$ cat src/assert_macros.svh
// Assertion helpers for the I2C bit sequencer.
// They expand to nothing when SYNTHESIS is defined.
`ifndef ASSERT_MACROS_SVH
`define ASSERT_MACROS_SVH

`ifndef SYNTHESIS

// Property must hold at every clock edge outside reset.
`define ASSERT_PROP(label, clk, rstn, prop) \
    label: assert property (@(posedge clk) disable iff (!(rstn)) (prop)) \
        else $error("assertion failed");

// Condition must never be true at a clock edge outside reset.
`define ASSERT_NEVER(label, clk, rstn, cond) \
    label: assert property (@(posedge clk) disable iff (!(rstn)) !(cond)) \
        else $error("forbidden condition seen");

`else

`define ASSERT_PROP(label, clk, rstn, prop)
`define ASSERT_NEVER(label, clk, rstn, cond)

`endif

`endif

$ cat src/i2cms_pkg.sv
`timescale 1ns / 1ps

package i2cms_pkg;

    // Command codes; the idle phase shares the "none" code
    localparam logic [2:0] OP_NONE  = 3'd0;
    localparam logic [2:0] OP_START = 3'd1;
    localparam logic [2:0] OP_STOP  = 3'd2;
    localparam logic [2:0] OP_SACK  = 3'd3;
    localparam logic [2:0] OP_RACK  = 3'd4;
    localparam logic [2:0] OP_SBYTE = 3'd5;
    localparam logic [2:0] OP_RBYTE = 3'd6;
    localparam logic [2:0] PH_IDLE  = OP_NONE;

    localparam logic [7:0] ACK_POLL_LIMIT_RST = 8'd200;

    // Last step counts of the byte commands
    localparam logic [4:0] SBYTE_LAST_STEP = 5'd23;
    localparam logic [4:0] RBYTE_LAST_STEP = 5'd16;
    // Step at which receive ack drops SCL
    localparam logic [4:0] RACK_END_STEP   = 5'd3;

    typedef struct packed {
        logic [2:0] phase;
        logic [4:0] bit_step;
        logic [1:0] sub_step;     // bit_step mod 3 during send byte
        logic [7:0] shift_out;
        logic [7:0] shift_in;
        logic [7:0] poll_count;
        logic       ack_result;
        logic       ack_latched;
        logic       scl_drive;
        logic       sda_drive;
    } seq_state_t;

    typedef struct packed {
        logic       scl_level;
        logic       sda_level;
        logic       busy_res;
        logic       command_done;
        logic       command_accepted;
        logic [7:0] rx_byte;
        logic       ack_seen;
    } seq_result_t;

endpackage

$ cat src/i2cms_step.sv
`timescale 1ns / 1ps

// One tick of the line sequencer: current state and input word in,
// next state and result word out.
module i2cms_step (
    input  i2cms_pkg::seq_state_t  state_cur,
    input  logic [7:0]             ack_poll_limit,
    input  logic [2:0]             opcode,
    input  logic [7:0]             tx_byte,
    input  logic                   ack_to_send,
    input  logic                   sda_in,
    output i2cms_pkg::seq_state_t  state_nxt,
    output i2cms_pkg::seq_result_t result
);
    import i2cms_pkg::*;

    logic [7:0] poll_inc;
    logic       accepted;
    logic       last;
    logic       step_inc;

    assign poll_inc = state_cur.poll_count + 8'd1;

    always_comb begin
        state_nxt = state_cur;
        accepted  = 1'b0;
        last      = 1'b0;
        step_inc  = 1'b1;

        // Command start, only from idle
        if (state_cur.phase == PH_IDLE && opcode >= OP_START && opcode <= OP_RBYTE) begin
            state_nxt.phase       = opcode;
            state_nxt.bit_step    = 5'd0;
            state_nxt.sub_step    = 2'd0;
            state_nxt.shift_out   = tx_byte;
            state_nxt.ack_latched = ack_to_send;
            state_nxt.poll_count  = 8'd0;
            accepted              = 1'b1;
        end

        // Line step of the running command
        case (state_nxt.phase)
            PH_IDLE: begin
                step_inc = 1'b0;
            end
            OP_START: begin
                case (state_nxt.bit_step)
                    5'd0:    state_nxt.sda_drive = 1'b1;
                    5'd1:    state_nxt.scl_drive = 1'b1;
                    5'd2:    state_nxt.sda_drive = 1'b0;
                    default: begin
                        state_nxt.scl_drive = 1'b0;
                        last = 1'b1;
                    end
                endcase
            end
            OP_STOP: begin
                case (state_nxt.bit_step)
                    5'd0:    state_nxt.scl_drive = 1'b0;
                    5'd1:    state_nxt.sda_drive = 1'b0;
                    5'd2:    state_nxt.scl_drive = 1'b1;
                    default: begin
                        state_nxt.sda_drive = 1'b1;
                        last = 1'b1;
                    end
                endcase
            end
            OP_SACK: begin
                case (state_nxt.bit_step)
                    5'd0:    state_nxt.sda_drive = state_nxt.ack_latched;
                    5'd1:    state_nxt.scl_drive = 1'b1;
                    default: begin
                        state_nxt.scl_drive = 1'b0;
                        last = 1'b1;
                    end
                endcase
            end
            OP_RACK: begin
                case (state_nxt.bit_step)
                    5'd0: state_nxt.sda_drive = 1'b1;
                    5'd1: state_nxt.scl_drive = 1'b1;
                    5'd2: begin
                        // Poll tick: step holds until ack or timeout
                        step_inc = 1'b0;
                        if (!sda_in) begin
                            state_nxt.ack_result = 1'b0;
                            state_nxt.bit_step   = RACK_END_STEP;
                        end else begin
                            state_nxt.poll_count = poll_inc;
                            if (poll_inc >= ack_poll_limit || poll_inc == 8'd0) begin
                                state_nxt.ack_result = 1'b1;
                                state_nxt.bit_step   = RACK_END_STEP;
                            end
                        end
                    end
                    default: begin
                        state_nxt.scl_drive = 1'b0;
                        last = 1'b1;
                    end
                endcase
            end
            OP_SBYTE: begin
                case (state_nxt.sub_step)
                    2'd0: state_nxt.sda_drive = state_nxt.shift_out[7];
                    2'd1: state_nxt.scl_drive = 1'b1;
                    default: begin
                        state_nxt.scl_drive = 1'b0;
                        state_nxt.shift_out = {state_nxt.shift_out[6:0], 1'b0};
                        if (state_nxt.bit_step >= SBYTE_LAST_STEP) begin
                            last = 1'b1;
                        end
                    end
                endcase
                state_nxt.sub_step = (state_nxt.sub_step == 2'd2) ? 2'd0
                                                                  : state_nxt.sub_step + 2'd1;
            end
            OP_RBYTE: begin
                if (state_nxt.bit_step == 5'd0) begin
                    state_nxt.sda_drive = 1'b1;
                end else if (state_nxt.bit_step[0]) begin
                    // SCL high: sample SDA into the LSB
                    state_nxt.scl_drive = 1'b1;
                    state_nxt.shift_in  = {state_nxt.shift_in[6:0], sda_in};
                end else begin
                    state_nxt.scl_drive = 1'b0;
                    if (state_nxt.bit_step >= RBYTE_LAST_STEP) begin
                        last = 1'b1;
                    end
                end
            end
            default: begin
                last = 1'b1;
            end
        endcase

        if (step_inc) begin
            state_nxt.bit_step = state_nxt.bit_step + 5'd1;
        end
        if (last) begin
            state_nxt.phase    = PH_IDLE;
            state_nxt.bit_step = 5'd0;
        end
    end

    // Result word for this tick
    always_comb begin
        result.scl_level        = state_nxt.scl_drive;
        result.sda_level        = state_nxt.sda_drive;
        result.busy_res         = (state_nxt.phase != PH_IDLE);
        result.command_done     = last;
        result.command_accepted = accepted;
        result.rx_byte          = state_nxt.shift_in;
        result.ack_seen         = state_nxt.ack_result;
    end

endmodule

$ cat src/i2c_master_bit_sequencer.sv
`timescale 1ns / 1ps

// I2C master line sequencer. Every input word is one tick and yields exactly one
// result word holding the SCL/SDA open-drain drive levels after that tick, busy,
// done and accepted flags, the receive shift register and the last ack result.
// Opcodes 1 to 6 start a command only while idle; its first line step happens
// on the same tick. One word is taken per clock cycle: the tick logic sits between
// the state registers and a single output register, and s_ready is high whenever
// that register is empty or being read. Start and stop take 4 ticks, send ack 3,
// receive ack 3 plus 1 to ack_poll_limit poll ticks (a limit of zero acts as one),
// send byte 24 and receive byte 17. cfg_wr_en writes ack_poll_limit (reset 200);
// write it only while idle.
module i2c_master_bit_sequencer (
    input  logic       aclk,
    input  logic       aresetn,
    // configuration
    input  logic       cfg_wr_en,
    input  logic [7:0] cfg_wr_data,
    // tick input
    input  logic       s_valid,
    output logic       s_ready,
    input  logic [2:0] s_opcode,
    input  logic [7:0] s_tx_byte,
    input  logic       s_ack_to_send,
    input  logic       s_sda_in,
    // tick result
    output logic       m_valid,
    input  logic       m_ready,
    output logic       m_scl_level,
    output logic       m_sda_level,
    output logic       m_busy_res,
    output logic       m_command_done,
    output logic       m_command_accepted,
    output logic [7:0] m_rx_byte,
    output logic       m_ack_seen
);
    import i2cms_pkg::*;

    `include "assert_macros.svh"

    logic [7:0]  ack_poll_limit_reg;
    seq_state_t  state_reg;
    seq_state_t  state_next;
    seq_result_t result_next;
    seq_result_t result_reg;
    logic        m_valid_reg;
    logic        s_accept;

    assign s_ready  = !m_valid_reg || m_ready;
    assign s_accept = s_valid && s_ready;

    // Poll limit register
    always_ff @(posedge aclk) begin
        if (!aresetn) begin
            ack_poll_limit_reg <= ACK_POLL_LIMIT_RST;
        end else if (cfg_wr_en) begin
            ack_poll_limit_reg <= cfg_wr_data;
        end
    end

    i2cms_step u_step (
        .state_cur      (state_reg),
        .ack_poll_limit (ack_poll_limit_reg),
        .opcode         (s_opcode),
        .tx_byte        (s_tx_byte),
        .ack_to_send    (s_ack_to_send),
        .sda_in         (s_sda_in),
        .state_nxt      (state_next),
        .result         (result_next)
    );

    // Sequencer state, advanced once per accepted word
    always_ff @(posedge aclk) begin
        if (!aresetn) begin
            state_reg.phase       <= PH_IDLE;
            state_reg.bit_step    <= 5'd0;
            state_reg.sub_step    <= 2'd0;
            state_reg.shift_out   <= 8'd0;
            state_reg.shift_in    <= 8'd0;
            state_reg.poll_count  <= 8'd0;
            state_reg.ack_result  <= 1'b1;
            state_reg.ack_latched <= 1'b0;
            state_reg.scl_drive   <= 1'b1;
            state_reg.sda_drive   <= 1'b1;
        end else if (s_accept) begin
            state_reg <= state_next;
        end
    end

    // Output register
    always_ff @(posedge aclk) begin
        if (!aresetn) begin
            m_valid_reg <= 1'b0;
        end else if (s_accept) begin
            m_valid_reg <= 1'b1;
        end else if (m_ready) begin
            m_valid_reg <= 1'b0;
        end
    end

    always_ff @(posedge aclk) begin
        if (s_accept) begin
            result_reg <= result_next;
        end
    end

    assign m_valid            = m_valid_reg;
    assign m_scl_level        = result_reg.scl_level;
    assign m_sda_level        = result_reg.sda_level;
    assign m_busy_res         = result_reg.busy_res;
    assign m_command_done     = result_reg.command_done;
    assign m_command_accepted = result_reg.command_accepted;
    assign m_rx_byte          = result_reg.rx_byte;
    assign m_ack_seen         = result_reg.ack_seen;

    // Checks
    `ASSERT_PROP(a_start_taken, aclk, aresetn, (s_accept && state_reg.phase == PH_IDLE && s_opcode >= OP_START && s_opcode <= OP_RBYTE) |=> (m_valid && m_command_accepted))
    `ASSERT_PROP(a_busy_ignored, aclk, aresetn, (s_accept && state_reg.phase != PH_IDLE) |=> !m_command_accepted)
    `ASSERT_PROP(a_busy_matches, aclk, aresetn, m_valid_reg |-> (m_busy_res == (state_reg.phase != PH_IDLE)))
    `ASSERT_NEVER(a_idle_step, aclk, aresetn, state_reg.phase == PH_IDLE && state_reg.bit_step != 5'd0)
    `ASSERT_NEVER(a_sbyte_range, aclk, aresetn, state_reg.phase == OP_SBYTE && state_reg.bit_step > SBYTE_LAST_STEP)

endmodule
$ cat config.mk
export PLATFORM = sky130hd
export DESIGN_NAME = i2c_master_bit_sequencer
export DESIGN_NICKNAME = d
export VERILOG_FILES = /design/src/i2cms_pkg.sv /design/src/i2cms_step.sv /design/src/i2c_master_bit_sequencer.sv
export VERILOG_INCLUDE_DIRS = /design/src /design/src/src
export SDC_FILE = /design/constraint.sdc
export NUM_CORES = 1
export LEC_CHECK = 0
export ABC_AREA = 1
export BUFFER_PORTS_ARGS = -buffer_cell sky130_fd_sc_hd__buf_2
export CORE_MARGIN = 2
export CORE_UTILIZATION = 53
export DETAILED_ROUTE_END_ITERATION = 8
export PLACE_DENSITY_LB_ADDON = 0.2
export SLEW_MARGIN = 20
export SYNTH_ARGS = -nofsm -noshare
export SYNTH_HDL_FRONTEND = slang
export SYNTH_SLANG_ARGS = --single-unit
$ cat constraint.sdc
create_clock -name aclk -period 2.82 [get_ports aclk]
set_clock_uncertainty 0.15 [all_clocks]
set_input_delay 0.141 -clock aclk [delete_from_list [all_inputs] [get_ports aclk]]
set_output_delay 0.141 -clock aclk [all_outputs]
set_load 0.02 [all_outputs]
Word-level counts from Yosys, hierarchy flattened

Cells that the tools add are included.

Memories: 0
Bits in registers: 61
Memory bits (writable): 0
Input port bits: 26
Bits in latches: 0
ROM bits: 0
Output and inout port bits: 16
Logic and storage cells: 100

Add/sub/neg operators: 3
Multiply operators: 0
Mux-type cells: 45
$lt $le $gt $ge: 5
Bitwise operators: 0
Div/mod/pow operators: 0
Equal/unequal tests: 10
Reduce and logical (&&, ||, !) cells: 18
Shift operators: 0

Operators by type and width:

| kind                | number |
|---|---|
| $mux 8              | 7 |
| $mux 5              | 5 |
| $mux 1              | 19 |
| $mux 18             | 1 |
| $mux 9              | 2 |
| $pmux 1 s2          | 7 |
| $pmux 2 s6          | 1 |
| $ge 5x5->1 const B  | 2 |
| $mux 10             | 1 |
| $eq 3x3->1 const B  | 3 |
| $add 8x1->8 const B | 1 |
| $ge 8x8->1          | 1 |
| $logic_not 8->1     | 1 |
| $eq 3x2->1 const B  | 2 |
| $logic_not 3->1     | 2 |
| $reduce_or 2->1     | 3 |
| $reduce_or 3->1     | 2 |
| $add 5x1->5 const B | 1 |
| $eq 5x1->1 const B  | 1 |
| $eq 5x2->1 const B  | 1 |
| $logic_not 5->1     | 1 |
| $pmux 1 s5          | 1 |
| $eq 3x1->1 const B  | 1 |
| $ge 3x1->1 const B  | 1 |
| 11 further kinds    | 14 |

Logic depth before layout (Yosys ltp)

Gate-level depths: netlist of the first run.

Depth in word-level cells: 12
Gate-level depth with buffers: 21
Depth with buffers taken out: 20

Cells and area by module

A second synthesis of the first run with hierarchy kept.

Cells, all modules: 601
Area total of the unflattened synthesis: 4428.0 um2

Modules (own cells, without submodules):

| module                   | seq. area each (um2) | cells an instance | area each (um2) | instances |
|---|---|---|---|---|
| i2c_master_bit_sequencer | 1361.3               | 297               | 2622.5          | 1 |
| i2cms_step               | 0.0                  | 304               | 1805.5          | 1 |

Least setup slack after synthesis of the first run

Ideal clock, no wire load.

Path kind: reg2reg
From: reg state_reg[4] (netlist bit)
To: reg state_reg[34] (netlist bit)
Library setup time: 0.132 ns
Data required time: 2.538 ns
Period minus slack after synthesis: 2.700 ns
Path buffers: 0
Arrival time: 2.417 ns
Path slack: 0.120 ns
Cell stages (with the launch flop): 21
Path through: dfxtp_1 > ha_1 > nand2_1 > inv_1 > nand3_1 > nand2_1 > nand2_1 > ha_1 > nand2_1 > o21ai_0 > nor2_1 > nand2_1 > nand3_1 > nand3_1 > ha_1 > nand4_1 > xor2_1 > o21ai_0 > inv_1 > nand3_1 > a21oi_1

Longest elaborated chain between the ends: 10
Elaborated cells on any way between the ends: 11
Classes of those cells: add/sub (2); order compare (1); mux (6); reduce/logical (2)

Ends and longest elaborated chain:

| item                                          | RTL line                       | RTL |
|---|---|---|
| from (decl)                                   | i2c_master_bit_sequencer.sv:42 | `seq_state_t state_reg;` |
| from (signal assigned)                        | i2c_master_bit_sequencer.sv:86 | `state_reg <= state_next;` |
| $add 8x1->8 *                                 | i2cms_step.sv:22               | `assign poll_inc = state_cur.poll_count + 8'd1;` |
| $ge 8x8->1 or $logic_not 8->1 (tied branches) | i2cms_step.sv:90               | `if (poll_inc >= ack_poll_limit \|\| poll_inc == 8'd0) begin` |
| $logic_or 1x1->1 *                            | i2cms_step.sv:90               |  |
| $mux 5 *                                      | i2cms_step.sv:90               |  |
| $mux 5 *                                      | i2cms_step.sv:85               | `if (!sda_in) begin` |
| $mux 5 *                                      | i2cms_step.sv:79               | `case (state_nxt.bit_step)` |
| $mux 5 *                                      | i2cms_step.sv:42               | `case (state_nxt.phase)` |
| $add 5x1->5                                   | i2cms_step.sv:137              | `state_nxt.bit_step = state_nxt.bit_step + 5'd1;` |
| $mux 5 *                                      | i2cms_step.sv:136              | `if (step_inc) begin` |
| $mux 8 *                                      | i2cms_step.sv:139              | `if (last) begin` |

Every way passes the cells marked *; elsewhere a longest branch is shown, timed or not.
A chain may end at the register's enable or synchronous reset.

Worst setup path in the final report of the first run

Ends and elaborated chain as after synthesis.

==> impl_metrics.json, run 1 <==
{
  "top_layer_used": "met4",
  "path_max_fanout": 4,
  "arrival_ns": 2.74,
  "wire_per_inst_um": 13.0,
  "peakVddDrop_mv": 0.352,
  "holdCritPathClass": "in2reg",
  "syn_to_final_growth_pct": 23.1,
  "final_core_util": 0.667,
  "synth_xor_area_frac": 0.00722,
  "syn_area_mm2": 0.00364,
  "synth_mux_area_frac": 0.00825,
  "gp_congestion": 0.960,
  "coreArea_mm2": 0.00672,
  "ant_nets": 0,
  "synth-simple-area-share": 0.277,
  "synth_cell_type_count": 37,
  "cts_sinks": 61,
  "power.density_mw_per_mm2": 665,
  "synth-compound-area-share": 0.181,
  "drc": 0,
  "dieArea_mm2": 0.00754,
  "grt.total_usage": 0.240,
  "clk_path_buf_depth": 2,
  "synth_top_family_by_area": "simple AND/OR/NAND/NOR gates",
  "p_int_mw": 1.86,
  "finalSetupTns_ns": 0,
  "grt-ovfl-total": 0,
  "startpoint_type": "flop",
  "syn-num-nets": 557,
  "crit_path_end_kind": "flop",
  "vias": 3562,
  "synth_top_area_cell": "dfxtp_1",
  "slew_headroom": 0.609,
  "criticalPathCategory": "reg2reg",
  "ios": 42,
  "power.leakage_nw": 2.15,
  "stdcell_area_mm2": 0.00448,
  "synth_ff_type": "dfxtp_1",
  "ys_ff_latch": 61,
  "switching_share": 0.376,
  "largest_reg_flops": 38,
  "slew_violations": 0,
  "reg2reg_slack_ns": 0.16,
  "timing.fmax_mhz": 376,
  "start_util": 0.542,
  "drt_iter0_drc": 163,
  "ff_latch_area_mm2": 0.00137,
  "die_y_um": 86.9,
  "post-route-period-util": 0.943,
  "hold_viol_final": 0,
  "clock_power_share": 0.297,
  "grt_pass1_wl_mm": 14.4,
  "cts_tree": "built",
  "min_period_ns": 2.66,
  "wl_met1_mm": 4.12,
  "cts_htree_levels": 3,
  "synth_cells": 520,
  "place_area_mm2": 0.00398,
  "synth_enable_flop_cells": 14,
  "fillers": 552,
  "synthTopCellsByArea": "dfxtp_1 (26%), nand2_1 (13%), edfxtp_1 (12%)",
  "maxCapViolCount": 0,
  "syn_avg_cell_area_um2": 7.00,
  "multi_input_area_mm2": 0.00194,
  "synthAdderAreaFrac": 0.0378,
  "rows": 30,
  "setup_viol_count_final": 0,
  "clk_pin_slew_ns": 0.08,
  "yosysTopAreaCellShare": 0.259,
  "required_ns": 2.90,
  "die_w_um": 86.9,
  "rsz0062_at_grt": "yes",
  "clock_latency_ns": 0.34,
  "vias_per_cell": 5.29,
  "async_reset_ff_frac": 0,
  "grt_pass1_vias": 3187,
  "ctsRootBufferMaster": "clkbuf_8",
  "ys_warn_count": 0,
  "wl_met3_um": 446,
  "p_comb_frac": 0.346,
  "wl_mm": 8.77,
  "seq_area_frac_synth": 0.374,
  "p_switching_mw": 1.12,
  "drive_gt1_frac": 0.218,
  "nNetsFinal": 625,
  "finalPower_mw": 2.98,
  "status": "complete, no violations",
  "antenna_cells": 0,
  "pwr-share-seq": 0.357,
  "io_buffers": 41,
  "met2_wirelength_mm": 4.02,
  "dr.pass1.iters": 5,
  "hpwlAfterDp_mm": 5.68,
  "antenna_found_initial": 0,
  "cts_buffers": 9,
  "grt_max_degree": 48,
  "worst_pin_slew_ns": 0.586
}
==> critical path, cell delays in order (launching register included) <==
cell     delay, ns
dfxtp_4       0.38
ha_4          0.15
nand2_1       0.07
inv_2         0.08
nand3_1       0.08
nand2_1       0.09
nand2_2       0.07
ha_4          0.26
nand4_1       0.07
a21oi_1       0.13
nor2_1        0.05
nand2_1       0.07
nand3_2       0.08
nand3_2       0.10
ha_4          0.14
nand4_1       0.10
xor2_1        0.16
o21ai_1       0.12
inv_1         0.05
nand3_1       0.08
a21oi_1       0.07
==> area by class of cell <==
class,instances,share of cell area
Timing Repair Buffer,74,0.113
Sequential cell,61,0.307
Tap cell,80,0.0223
Inverter,88,0.0746
Clock inverter,7,0.0223
Clock buffer,9,0.0276
Multi-Input combinational cell,354,0.433
==> cell families after synthesis <==
family                   after synthesis
AO/OA/AOI/OAI                        122
XOR/XNOR                               3
adder cells (fa/ha/maj)               11
buffers and inverters                105
flip-flops                            61
multiplexers                           3
AND/OR/NAND/NOR                      215
==> synthesized netlist by cell type (2+ instances only) <==
| library cell | instances |
|---|---|
| xor2_1 | 3 |
| nand2_1 | 123 |
| nor3_1 | 2 |
| inv_1 | 77 |
| o21ai_1 | 8 |
| edfxtp_1 | 14 |
| nor2_4 | 6 |
| nand3_1 | 34 |
| buf_6 | 2 |
| a31oi_1 | 7 |
| nand3b_1 | 3 |
| dfxtp_1 | 47 |
| clkbuf_1 | 12 |
| nor2_2 | 3 |
| ha_1 | 11 |
| nand2_2 | 9 |
| o211ai_1 | 5 |
| o21ai_0 | 51 |
| nor2_1 | 22 |
| nand3_2 | 3 |
| a21oi_1 | 44 |
| mux2i_1 | 3 |
| nand4_1 | 7 |
| buf_2 | 2 |
| inv_2 | 10 |
==> path summary, 6_finish.rpt <==
path,to,start,cells past startpoint
setup / recovery,state_reg[34],state_reg[4],20
hold / removal,m_rx_byte[0],s_sda_in,3
setup reg to reg,state_reg[34],state_reg[4],20
hold reg to reg,state_reg[35],state_reg[35],2
==> metrics by stage <==
stage          setup slack, ns  cells  hold WS (ns)
5_1_grt                -0.0421    673        0.0157
6_report                 0.162    673        0.0311
2_1_floorplan            0.120    520        0.0914
4_1_cts               0.000927    672        0.0112
3_3_place_gp            0.0766    639         0.206
3_5_place_dp           -0.0266    639         0.205
==> per-layer routing <==
layer	GRT usage	vias up
met5	0	-
met4	0.0895	0
met3	0.0616	19
met2	0.384	89
met1	0.312	1617
li1	-	1837
==> power groups by stage <==
stage / clock network [mW] / logic (mW) / registers [mW]
after global routing: 0.931 / 1.17 / 1.08
after floorplan: 0 / 0.718 / 1.12
final: 0.884 / 1.03 / 1.06
after CTS: 0.892 / 1.00 / 1.06
after detailed placement: 0 / 0.979 / 1.08
after global placement: 0 / 0.964 / 1.08
==> timing repair <==
action,CTS,global route
pin swaps,0,2
resized for setup,3,25
hold buffers,17,0
hold endpoints to repair,10,0
buffers inserted,0,1
setup endpoints to repair,2,6
gates cloned,0,0
==> cell usage in the layout, fill, tap and decap left out, types with 2 or more instances in the layout <==
master	Yosys	routed
a31oi_1	7	7
nor2_2	3	5
bufinv_16	0	2
nand2_2	9	11
inv_1	77	75
clkinvlp_4	0	4
nand3_2	3	6
mux2i_1	3	3
nor3_1	2	2
o21ai_0	51	47
a21oi_1	44	43
buf_4	1	15
nor2_4	6	6
nand2_1	123	121
nand4_1	7	7
xor2_1	3	3
o211ai_1	5	5
edfxtp_1	14	14
nand3_1	34	31
nor2_1	22	20
nand3b_1	3	3
dlygate4sd3_1	0	17
clkinv_4	0	2
ha_1	11	7
o21ai_1	8	12
inv_2	10	12
clkbuf_8	0	9
buf_2	2	41
a21oi_2	1	2
dfxtp_4	0	3
ha_4	0	4
dfxtp_1	47	43
No activity file was read; power rests on OpenSTA's default activity.
==> run 2: changes to the inputs <==
- RECOVER_POWER: not set -> 25
==> impl_metrics.json, run 2 (synthesis gave the netlist of run 1 again) <==
{
  "cts_htree_levels": 3,
  "criticalPathCategory": "reg2reg",
  "clock_latency_ns": 0.34,
  "timing.fmax_mhz": 376,
  "die_w_um": 86.9,
  "grt_pass1_vias": 3187,
  "grt-ovfl-total": 0,
  "ant_nets": 0,
  "power.density_mw_per_mm2": 666,
  "holdCritPathClass": "in2reg",
  "critical_path.cell_chain": "ha_4 > nand2_1 > inv_2 > nand3_1 > nand2_1 > nand2_2 > ha_4 > nand4_1 > a21oi_1 > nor2_1 > nand2_1 > nand3_2 > nand3_2 > ha_4 > nand4_1 > xor2_1 > o21ai_1 > inv_1 > nand3_1 > a21oi_1",
  "drt_iter0_drc": 168,
  "ff_latch_area_mm2": 0.00137,
  "largest_reg_flops": 38,
  "antenna_found_initial": 0,
  "place_ws_ns": -0.0266,
  "vias": 3556,
  "slowest_stage": "dfxtp_4",
  "power.leakage_nw": 2.11,
  "wire_per_inst_um": 13.0,
  "coreArea_mm2": 0.00672,
  "io_buffers": 41,
  "rsz0062_at_grt": "yes",
  "grt_max_degree": 48,
  "gp_congestion": 0.960,
  "wl_mm": 8.76,
  "fin_cells": 673,
  "cts_buffers": 9,
  "slew_violations": 0,
  "hpwlAfterDp_mm": 5.68,
  "holdPathStages": 3,
  "cts_tree": "built",
  "ff2ff_path_depth": 20,
  "dr.pass1.iters": 4,
  "peakVddDrop_mv": 0.352,
  "crit_path_end_kind": "flop",
  "min_period_ns": 2.66,
  "antenna_cells": 0,
  "clk_pin_slew_ns": 0.08,
  "drc": 0,
  "cts_sinks": 61,
  "status": "complete, no violations",
  "final_common_cell": "nand2_1",
  "nNetsFinal": 625,
  "finalSetupTns_ns": 0,
  "fillers": 558,
  "place_area_mm2": 0.00398,
  "path_max_fanout": 4,
  "placedCellCount": 639,
  "dieArea_mm2": 0.00754,
  "drive_gt1_frac": 0.191,
  "vias_per_cell": 5.28,
  "grt.total_usage": 0.240,
  "multi_input_area_mm2": 0.00194,
  "rows": 30,
  "die_y_um": 86.9,
  "setup_viol_count_final": 0,
  "worst_pin_slew_ns": 0.587,
  "stdcell_area_mm2": 0.00446,
  "start_util": 0.542,
  "critPathMaxStageDelay_ns": 0.38,
  "grt_pass1_wl_mm": 14.4,
  "hold_viol_final": 0,
  "startpoint_type": "flop",
  "ios": 42,
  "required_ns": 2.90,
  "layout_common_cells": "nand2_1 (121), inv_1 (75), o21ai_0 (47), a21oi_1 (43), dfxtp_1 (43)",
  "syn_to_final_growth_pct": 22.6,
  "ctsRootBufferMaster": "clkbuf_8",
  "layout_setup_ws_ns": 0.164,
  "slew_headroom": 0.608,
  "clk_path_buf_depth": 2,
  "arrival_ns": 2.74,
  "maxCapViolCount": 0,
  "post-route-period-util": 0.942
}
==> run 2: final timing paths <==
check | end | slack, ns | startpoint
worst min register to register | state_reg[24] | 0.32 | state_reg[24]
worst max-delay path | state_reg[34] | 0.16 | state_reg[4]
worst max register to register | state_reg[34] | 0.16 | state_reg[4]
worst min-delay path | m_rx_byte[0] | 0.03 | s_sda_in
==> run 2: layout make-up <==
cell class              count  area share
multi-input cells         354       0.435
clock buffers               9      0.0278
well taps                  80      0.0224
flip-flops and latches     61       0.308
inverters                  88      0.0749
clock inverters             7      0.0224
repair buffers             74       0.109
==> run 2: where the power goes <==
group,switching [mW],total (mW),internal (mW)
clock network,0.383,0.884,0.500
logic,0.682,1.02,0.338
registers,0.0537,1.06,1.01
total,1.12,2.97,1.85
==> run 2: critical path, delay by kind of cell (launching register included) <==
| family | cells | cell delay [ns] |
|---|---|---|
| AND/OR/NAND/NOR | 11 | 0.86 |
| adder cells (fa/ha/maj) | 3 | 0.55 |
| flip-flops | 1 | 0.38 |
| AO/OA/AOI/OAI | 3 | 0.32 |
| XOR/XNOR | 1 | 0.16 |
| buffers and inverters | 2 | 0.13 |
==> run 2: repair_timing <==
item                                    4_1_cts  5_1_grt
pin swaps                                     0        2
endpoints found under the setup margin        2        6
cloned                                        0        0
gates resized for setup                       3       25
buffers inserted                              0        1
hold buffers                                 17        0
hold endpoints to repair                     10        0
==> run 2: per-layer routing <==
metal  wire (um)  share of wire  GRT usage  vias to the layer above
li1            -              -          -                     1836
met3         475          0.054     0.0616                       18
met4         195          0.022     0.0895                        0
met2        4010           0.46      0.384                       98
met1        4090           0.47      0.312                     1604
met5           0              0          0                        -
==> run 2: through the flow <==
stage	power (mW)	utilization	hold WS, ns
3_3_place_gp	2.04	0.593	0.206
2_1_floorplan	1.84	-	0.0914
5_1_grt	3.16	0.664	0.0157
3_5_place_dp	2.06	0.593	0.205
6_report	2.97	0.664	0.0313
4_1_cts	2.96	0.652	0.0112
==> run 3: changes to the inputs <==
- SETUP_SLACK_MARGIN: not set -> 0.4
==> impl_metrics.json, run 3 (synthesis gave the netlist of run 1 again) <==
{
  "finalSetupTns_ns": 0,
  "grt_pass1_vias": 3178,
  "vias": 3667,
  "place_ws_ns": 0.0506,
  "gp_congestion": 0.921,
  "ios": 42,
  "syn_to_final_growth_pct": 28.9,
  "rsz0062_at_grt": "yes",
  "largest_reg_flops": 38,
  "crit_path_end_kind": "flop",
  "final_core_util": 0.698,
  "worst_pin_slew_ns": 0.518,
  "start_util": 0.542,
  "required_ns": 2.90,
  "clk_pin_slew_ns": 0.08,
  "dieArea_mm2": 0.00754,
  "startpoint_type": "flop",
  "die_y_um": 86.9,
  "fillers": 544,
  "io_buffers": 41,
  "slew_headroom": 0.654,
  "drive_gt1_frac": 0.250,
  "nNetsFinal": 640,
  "cts_sinks": 61,
  "wire_per_inst_um": 13.2,
  "arrival_ns": 2.78,
  "drt_iter0_drc": 191,
  "grt.total_usage": 0.236,
  "cts_buffers": 9,
  "cts_htree_levels": 3,
  "die_w_um": 86.9,
  "drc": 0,
  "layout_common_cells": "nand2_1 (113), inv_1 (72), o21ai_0 (46), dfxtp_1 (40), a21oi_1 (38)",
  "post-route-period-util": 0.957,
  "clock_latency_ns": 0.34,
  "cts_tree": "built",
  "holdCritPathClass": "in2reg",
  "status": "complete, no violations",
  "power.density_mw_per_mm2": 628,
  "peakVddDrop_mv": 0.348,
  "slew_violations": 0,
  "vias_per_cell": 5.32,
  "timing.fmax_mhz": 371,
  "path_max_fanout": 4,
  "antenna_found_initial": 1,
  "criticalPathCategory": "reg2reg",
  "wl_mm": 9.10,
  "hold_ws_ns": 0.0177,
  "maxCapViolCount": 0,
  "coreArea_mm2": 0.00672,
  "ctsRootBufferMaster": "clkbuf_8",
  "power.leakage_nw": 2.19,
  "hold_viol_final": 0,
  "grt-ovfl-total": 0,
  "rows": 30,
  "final_common_cell": "nand2_1",
  "min_period_ns": 2.70,
  "grt_max_degree": 48,
  "hpwlAfterDp_mm": 5.46,
  "layout_setup_ws_ns": 0.121,
  "dr.pass1.iters": 5,
  "clk_path_buf_depth": 2,
  "ant_nets": 0,
  "setup_viol_count_final": 0,
  "grt_pass1_wl_mm": 14.2,
  "finalPower_mw": 2.94
}
[run 3: repair_timing]
action / CTS / global route
gates resized for setup: 18 / 43
hold endpoints to repair: 11 / 0
pin swaps: 8 / 26
gates cloned: 0 / 2
hold buffers: 18 / 0
setup endpoints to repair: 11 / 41
setup buffers: 6 / 17
[run 3: stage by stage]
step | cells | instance area (um^2)
finish | 689 | 4690
CTS | 669 | 4390
detailed placement | 629 | 3940
global route | 689 | 4690
global placement | 629 | 3940
floorplan | 520 | 3690
[run 3: final cells by class]
cell class,count,area [um^2],area share
antenna,1,2.50,0.000534
clock buffer,9,124,0.0264
clock inverter,7,42.5,0.00907
inverter,88,337,0.0718
multi-input combinational,356,2100,0.448
sequential,61,1390,0.295
tap,80,100,0.0214
timing repair buffer,87,596,0.127
[run 3: path summary, 6_finish.rpt]
path	from	cells past startpoint	slack, ns	end
worst min-delay path	aresetn	3	0.02	state_reg[4]
worst max register to register	state_reg[5]	20	0.12	state_reg[34]
worst min register to register	ack_poll_limit_reg[1]	2	0.32	ack_poll_limit_reg[1]
worst max-delay path	state_reg[5]	20	0.12	state_reg[34]
[run 3: where the power goes]
part           internal, mW  total (mW)  switching (mW)
Combinational         0.449        1.20           0.748
Sequential             1.01        1.07          0.0603
Clock                 0.311       0.675           0.364
[run 3: worst max-delay path, cell delays in order (launching register included)]
cell and delay [ns]:
dfxtp_4 0.37, ha_4 0.17, nand2_4 0.06, inv_4 0.07
nand3_2 0.07, nand2_2 0.10, nand2_4 0.07, ha_4 0.27
nand4_1 0.09, a21oi_1 0.14, nor2_1 0.06, nand2_1 0.08
nand3_2 0.10, nand3_4 0.10, ha_4 0.14, nand4_1 0.10
xor2_1 0.16, o21ai_1 0.12, inv_1 0.05, nand3_1 0.09
a21oi_2 0.05
[run 3: layer usage]
layer | GRT usage | vias to the layer above | wire length, um
met5 | 0 | - | 0
met4 | 0.0838 | 0 | 250
met3 | 0.0597 | 24 | 509
met2 | 0.371 | 111 | 4240
met1 | 0.314 | 1664 | 4110
li1 | - | 1868 | -
